## config.mk

```make
export PLATFORM = sky130hd
export DESIGN_NAME = masked_byte_pattern_scanner
export DESIGN_NICKNAME = d
export VERILOG_FILES = /design/src/hw/rtl/mbps_pkg.sv /design/src/hw/rtl/masked_byte_pattern_scanner.sv
export SDC_FILE = /design/constraint.sdc
export NUM_CORES = 1
export LEC_CHECK = 0
export BUFFER_PORTS_ARGS = -buffer_cell sky130_fd_sc_hd__buf_2
export CAP_MARGIN = 20
export CELL_PAD_IN_SITES_DETAIL_PLACEMENT = 1
export CELL_PAD_IN_SITES_GLOBAL_PLACEMENT = 1
export CORE_MARGIN = 2
export CORE_UTILIZATION = 50
export DETAILED_ROUTE_END_ITERATION = 8
export PLACE_DENSITY_LB_ADDON = 0.1
export SYNTH_ARGS = -nofsm -noshare
export SYNTH_HDL_FRONTEND = slang
export SYNTH_SLANG_ARGS = --single-unit
```

## constraint.sdc

```tcl
create_clock -name clock -period 7.75 [get_ports clock]
set_input_delay 1.1625 -clock clock [delete_from_list [all_inputs] [get_ports clock]]
set_output_delay 1.1625 -clock clock [all_outputs]
set_load 0.01 [all_outputs]
```

## src/hw/rtl/mbps_pkg.sv

```systemverilog
package mbps_pkg;

   // pattern size and offset counter width
   localparam int MAX_PATTERN_BYTES = 16;
   localparam int OFFSET_BITS       = 32;
   localparam int ADDR_BITS         = 48;
   localparam int LEN_BITS          = 5;
   localparam int CSR_DATA_BITS     = 64;
   localparam int CSR_INDEX_BITS    = 3;

   // configuration register indexes
   localparam logic [CSR_INDEX_BITS-1:0] CSR_PATTERN_LOW    = 3'd0;
   localparam logic [CSR_INDEX_BITS-1:0] CSR_PATTERN_HIGH   = 3'd1;
   localparam logic [CSR_INDEX_BITS-1:0] CSR_WILDCARD_MASK  = 3'd2;
   localparam logic [CSR_INDEX_BITS-1:0] CSR_PATTERN_LENGTH = 3'd3;
   localparam logic [CSR_INDEX_BITS-1:0] CSR_BASE_ADDRESS   = 3'd4;

   // input word
   typedef struct packed {
      logic [7:0] data_byte;
      logic       last_byte;
   } req_word_type;

   // result word
   typedef struct packed {
      logic                 found;
      logic [ADDR_BITS-1:0] match_address;
   } rsp_word_type;

endpackage

```

## src/hw/rtl/masked_byte_pattern_scanner.sv

```systemverilog
// Masked byte pattern scanner.
// The req channel carries one byte of a memory region per word, with
// last_byte marking the final byte. Each byte enters a 16-byte window that
// is compared in parallel with the configured pattern; wildcard bits mark
// pattern bytes that match anything.
// The rsp channel carries at most one word per region: found=1 and
// base_address plus the match offset at the first match (later bytes of
// the region are dropped), or found=0 with address 0 on the final byte
// when nothing matched. Scan state clears after the final byte.
// A byte is held in the input register, then compared into the result
// register, which holds the result word.
// Throughput: one byte per cycle while rsp_stall holds no result, set by the window compare.
// When rsp_stall holds a result, the input register holds its byte and
// req_stall rises once that register is full; no word is lost.
// Reset (synchronous) clears the scan state, both pipeline stages and the
// configuration registers (pattern_length resets to 1, others to 0).
// The csr port writes a register at every edge with csr_write_enable high;
// writes must be made only while the block is idle; the block does not enforce this.
module masked_byte_pattern_scanner
   import mbps_pkg::*;
(
   input  logic                      clock,
   input  logic                      reset,
   input  logic                      csr_write_enable,
   input  logic [CSR_INDEX_BITS-1:0] csr_index,
   input  logic [CSR_DATA_BITS-1:0]  csr_write_data,
   input  logic                      req_valid,
   output logic                      req_stall,
   input  req_word_type              req_data,
   output logic                      rsp_valid,
   input  logic                      rsp_stall,
   output rsp_word_type              rsp_data
);

   // configuration registers
   logic [63:0]           pattern_low_ff;
   logic [63:0]           pattern_high_ff;
   logic [15:0]           wildcard_mask_ff;
   logic [LEN_BITS-1:0]   pattern_length_ff;
   logic [ADDR_BITS-1:0]  base_address_ff;

   // pattern lined up with window entries, rebuilt every cycle from config
   logic [7:0]            aligned_byte_ff [MAX_PATTERN_BYTES];
   logic [7:0]            aligned_byte_in [MAX_PATTERN_BYTES];
   logic [MAX_PATTERN_BYTES-1:0] aligned_care_ff;
   logic [MAX_PATTERN_BYTES-1:0] aligned_care_in;
   logic [LEN_BITS-1:0]   eff_length_ff;
   logic [LEN_BITS-1:0]   eff_length_in;

   // input stage
   logic                  s1_valid_ff;
   req_word_type          s1_word_ff;

   // scan state
   logic [7:0]            window_ff [MAX_PATTERN_BYTES];
   logic [7:0]            window_in [MAX_PATTERN_BYTES];
   logic [OFFSET_BITS-1:0] position_ff;
   logic [OFFSET_BITS-1:0] position_in;
   logic                  done_ff;
   logic                  done_in;
   logic [LEN_BITS-1:0]   fill_ff;
   logic [LEN_BITS-1:0]   fill_in;

   // result register
   logic                  rsp_valid_ff;
   logic                  rsp_valid_in;
   rsp_word_type          rsp_word_ff;
   rsp_word_type          rsp_word_in;

   logic                  advance;
   logic                  process;
   logic                  window_hit;
   logic                  match;
   logic [LEN_BITS-1:0]   fill_next;
   logic [MAX_PATTERN_BYTES-1:0] byte_ok;
   logic [OFFSET_BITS-1:0] match_offset;

   // configuration writes
   always_ff @(posedge clock) begin
      if (reset) begin
         pattern_low_ff    <= '0;
         pattern_high_ff   <= '0;
         wildcard_mask_ff  <= '0;
         pattern_length_ff <= LEN_BITS'(1);
         base_address_ff   <= '0;
      end else if (csr_write_enable) begin
         case (csr_index)
            CSR_PATTERN_LOW:    pattern_low_ff    <= csr_write_data;
            CSR_PATTERN_HIGH:   pattern_high_ff   <= csr_write_data;
            CSR_WILDCARD_MASK:  wildcard_mask_ff  <= csr_write_data[15:0];
            CSR_PATTERN_LENGTH: pattern_length_ff <= csr_write_data[LEN_BITS-1:0];
            CSR_BASE_ADDRESS:   base_address_ff   <= csr_write_data[ADDR_BITS-1:0];
            default: ;
         endcase
      end
   end

   // effective length and pattern byte for each window entry
   always_comb begin
      logic [127:0]  full_pattern;
      logic [LEN_BITS-1:0] src;
      full_pattern = {pattern_high_ff, pattern_low_ff};
      if (pattern_length_ff == '0) begin
         eff_length_in = LEN_BITS'(1);
      end else if (pattern_length_ff > LEN_BITS'(MAX_PATTERN_BYTES)) begin
         eff_length_in = LEN_BITS'(MAX_PATTERN_BYTES);
      end else begin
         eff_length_in = pattern_length_ff;
      end
      for (int i = 0; i < MAX_PATTERN_BYTES; i++) begin
         // window entry i lines up with pattern byte len-1-i
         src = eff_length_in - LEN_BITS'(1) - LEN_BITS'(i);
         aligned_byte_in[i] = full_pattern[src[3:0]*8 +: 8];
         aligned_care_in[i] = (LEN_BITS'(i) < eff_length_in) && !wildcard_mask_ff[src[3:0]];
      end
   end

   always_ff @(posedge clock) begin
      aligned_byte_ff <= aligned_byte_in;
      aligned_care_ff <= aligned_care_in;
      eff_length_ff   <= eff_length_in;
   end

   // pipeline moves when the result register is free or being taken
   assign advance   = !rsp_valid_ff || !rsp_stall;
   assign req_stall = s1_valid_ff && !advance;
   assign process   = s1_valid_ff && advance;

   always_ff @(posedge clock) begin
      if (reset) begin
         s1_valid_ff <= 1'b0;
      end else if (!req_stall) begin
         s1_valid_ff <= req_valid;
      end
   end

   always_ff @(posedge clock) begin
      if (req_valid && !req_stall) begin
         s1_word_ff <= req_data;
      end
   end

   // window shift and parallel compare
   always_comb begin
      window_in[0] = s1_word_ff.data_byte;
      for (int i = 1; i < MAX_PATTERN_BYTES; i++) begin
         window_in[i] = window_ff[i-1];
      end
      for (int i = 0; i < MAX_PATTERN_BYTES; i++) begin
         byte_ok[i] = !aligned_care_ff[i] || (window_in[i] == aligned_byte_ff[i]);
      end
   end

   assign fill_next    = (fill_ff < LEN_BITS'(MAX_PATTERN_BYTES)) ? fill_ff + LEN_BITS'(1)
                                                                : fill_ff;
   assign window_hit   = &byte_ok;
   assign match        = !done_ff && (fill_next >= eff_length_ff) && window_hit;
   assign match_offset = position_ff - OFFSET_BITS'(eff_length_ff - LEN_BITS'(1));

   // result word
   always_comb begin
      rsp_valid_in = rsp_valid_ff && !advance;
      rsp_word_in  = rsp_word_ff;
      if (process) begin
         if (match) begin
            rsp_valid_in              = 1'b1;
            rsp_word_in.found         = 1'b1;
            rsp_word_in.match_address = base_address_ff + ADDR_BITS'(match_offset);
         end else if (s1_word_ff.last_byte && !done_ff) begin
            rsp_valid_in              = 1'b1;
            rsp_word_in.found         = 1'b0;
            rsp_word_in.match_address = '0;
         end
      end
   end

   // next scan state
   always_comb begin
      done_in     = done_ff;
      fill_in     = fill_ff;
      position_in = position_ff;
      if (!done_ff) begin
         done_in     = match;
         fill_in     = fill_next;
         position_in = position_ff + OFFSET_BITS'(1);
      end
      if (s1_word_ff.last_byte) begin
         done_in     = 1'b0;
         fill_in     = '0;
         position_in = '0;
      end
   end

   always_ff @(posedge clock) begin
      if (reset) begin
         done_ff     <= 1'b0;
         fill_ff     <= '0;
         position_ff <= '0;
         for (int i = 0; i < MAX_PATTERN_BYTES; i++) begin
            window_ff[i] <= '0;
         end
      end else if (process) begin
         done_ff     <= done_in;
         fill_ff     <= fill_in;
         position_ff <= position_in;
         for (int i = 0; i < MAX_PATTERN_BYTES; i++) begin
            if (s1_word_ff.last_byte) begin
               window_ff[i] <= '0;
            end else if (!done_ff) begin
               window_ff[i] <= window_in[i];
            end
         end
      end
   end

   always_ff @(posedge clock) begin
      if (reset) begin
         rsp_valid_ff <= 1'b0;
      end else begin
         rsp_valid_ff <= rsp_valid_in;
      end
   end

   always_ff @(posedge clock) begin
      rsp_word_ff <= rsp_word_in;
   end

   assign rsp_valid = rsp_valid_ff;
   assign rsp_data  = rsp_word_ff;

endmodule

```

==> flow_metrics.tcl <==
set metrics [dict create \
    outcome "finished, final reports clean" \
    clk_pin_slew_worst_paths_ps 60 \
    fmax_ghz 0.174 \
    drive_gt1_frac 0.0986 \
    start_util 0.503 \
    power.leakage_nw 12.8 \
    worstMarginPinSlew_ps 1070 \
    postSynthAreaPerCell_um2 9.82 \
    yosysSeqAreaShare 0.442 \
    firstDrtPassIters 5 \
    grt_start_max_net_pins 120 \
    remaining_drc_errors 0 \
    r2r_start "eff_length_ff[0]" \
    syn_to_final_growth_pct 11.7 \
    maxSlewViolCount 0 \
    syn_nets 3183 \
    routed_wl_mm 100 \
    antennaDiodeCount 0 \
    synth_top_cells_by_count "mux2i_1, nand2_1, dfxtp_1" \
    cts_buffer_depth 3 \
    drt_iter0_drc 1435 \
    switching_share 0.270 \
    hp-start "base_address_ff[16]" \
    share_seq_of_total_power 0.447 \
    cp-end-kind "flop" \
    critical_path_required_ps 8110 \
    grt_pass1_vias 23869 \
    post_cts_buffers 0 \
    fin_crit_ps 5730 \
    yosys.area.top_type "dfxtp_1" \
    synth_enable_flop_cells 178 \
    cts_resized 0 \
    peakVddDrop_v 0.000187 \
    total_power_mw 7.22 \
    rows 89 \
    crit_path_start_kind "flop" \
    crit_start "eff_length_ff[0]" \
    async_reset_ff_frac 0 \
    htreeDepth 2 \
    die-height_um 247 \
    synth-seq-cells 564 \
    setup_viol 0 \
    crit_chain "inv_1, nand3_1, or3_1, buf_16, ha_1, a211oi_2, o21ai_1, a2111o_1, o32a_1, a21o_1, a21oi_1, xnor2_1, ha_1, nand2_1, o21bai_1, o21a_1, nor2_1, nor3_1, nand4b_1, a21boi_0, xnor2_1, nor2_1" \
    crit_slowest_cell "or3_1" \
    timing.hold.ws_ps 464 \
    cellPowerDensity_nw_per_um2 219 \
    vias_per_cell 5.89 \
    die_x_um 247 \
    cts_tree "done" \
    combPwrFrac 0.134 \
    fin_skew_ps 23.7 \
    hold_buffers 0 \
    vias 23012 \
    critPathKind "reg -> reg" \
    yosys.area.top_type_share 0.261 \
    cts_num_sinks 564 \
    wl_per_cell_um 25.6 \
    placed_cells 3790 \
    switching_power_mw 1.95 \
    yosys_warnings 0 \
    cts_made_buffers 61 \
    place.port_buffers 131 \
    dp_hpwl_mm 75.4 \
    gr-total-overflow 0 \
    grt_pass1_wl_mm 150 \
    gp_congestion 0.966 \
    timing.final.crit_share 0.740 \
    ys_top_cells_by_area "dfxtp_1, mux2i_1, edfxtp_1" \
    synth.distinct_cells 70 \
    intPower_mw 5.27 \
    path_max_fanout 26 \
    dieArea_um2 61100 \
    maxCapViolations 0 \
    pwr-share-clk 0.419 \
    setup-tns-final_ps 0 \
    final_nets 3252 \
    final_hold_viol_count 0 \
    pin_count 132 \
    antenna_found_initial 3 \
    rsz0062_at_grt "no" \
    grt_use_total 0.327 \
    instances_no_fill 3908 \
    fill_cells 6505 \
    arrival_ps 6090 \
    ant_nets 0 \
    synth_most_common_cell "mux2i_1" \
    worstHoldPathType "reg -> reg" \
    core_region_area_um2 58800 \
    synth.cell_area_um2 29600 \
    slowest_delay_ps 480 \
    synth_top_flop_cell "dfxtp_1" \
    synthCells 3014 \
    max_slew_margin 0.284 \
    clock_latency_ps 650 \
    cts_root_buffer "clkbuf_16" \
]
## final timing paths
kind,endpoint,slack [ps],cells past startpoint
setup / recovery,rsp_data[43],2020,22
hold / removal,base_address_ff[16],460,2
setup reg to reg,rsp_data[43],2020,22
hold reg to reg,base_address_ff[16],460,2
## cells in the final DEF, fill, tap and decap left out, types with 85 or more instances in the layout
master | synthesis | routed
nand2_1 | 475 | 473
o21ai_0 | 87 | 87
mux2i_1 | 572 | 572
a21oi_1 | 292 | 290
nor2_1 | 112 | 111
ha_1 | 86 | 85
xnor2_1 | 185 | 184
edfxtp_1 | 178 | 178
and2_1 | 128 | 127
dfxtp_1 | 386 | 386
buf_2 | 32 | 130
## metrics by stage
step	instance area [um^2]	util	setup slack (ps)
2_1_floorplan	29600	-	2540
5_1_grt	33000	0.562	1620
6_report	33000	0.562	2020
3_3_place_gp	30900	0.525	1820
3_5_place_dp	30900	0.526	1650
4_1_cts	33000	0.561	1660
## sequential cells by signal, summed over array words and instances, names as in the netlist
name,flops
aligned_byte_ff,128
window_ff,120
pattern_high_ff,64
pattern_low_ff,64
rsp_data,49
base_address_ff,48
position_ff,32
aligned_care_ff,16
wildcard_mask_ff,16
s1_word_ff,9
eff_length_ff,5
fill_ff,5
pattern_length_ff,5
done_ff,1
rsp_valid,1
s1_valid_ff,1
## layout make-up
class                      count  area [um^2]  share of cell area
clock buffer                  92         1860              0.0562
multi-input combinational   2259        15800               0.479
tap                          773          967              0.0293
inverter                      32          128             0.00386
clock inverter                23          220             0.00666
sequential                   564        13100               0.396
timing repair buffer         165          976              0.0295
## kinds of logic after synthesis
family | after synthesis | synth area share
AOI/OAI and AO/OA | 493 | 0.0966
adders and majority gates | 88 | 0.0377
DFF | 564 | 0.442
xor gates and xnor gates | 220 | 0.0669
muxes | 573 | 0.194
and+or+nand+nor | 885 | 0.137
buffers and inverters | 191 | 0.0266
## metal layers
metal | vias to the layer above | track usage | share of wire
li1 | 10719 | - | -
met1 | 11643 | 0.426 | 0.44
met2 | 514 | 0.558 | 0.49
met3 | 134 | 0.0349 | 0.039
met4 | 2 | 0.121 | 0.038
met5 | - | 0 | 0.00018
## worst max-delay path: cells and delay by family (launching register included)
kind / cells / cell delay, ps
flip-flops: 1 / 320
XOR/XNOR: 2 / 230
adder cells (fa/ha/maj): 2 / 800
AND/OR/NAND/NOR: 7 / 1510
buffers and inverters: 2 / 340
AO/OA/AOI/OAI: 9 / 2220
## power groups by stage
stage                     Combinational [mW]  Clock [mW]  Sequential [mW]
final                                  0.968        3.03             3.23
after global routing                    1.04        3.18             3.24
after CTS                              0.960        3.06             3.23
after detailed placement               0.951           0             3.29
after global placement                 0.928           0             3.28
after floorplan                        0.656           0             3.26
Note: power is estimated with default switching activity, not from simulation.
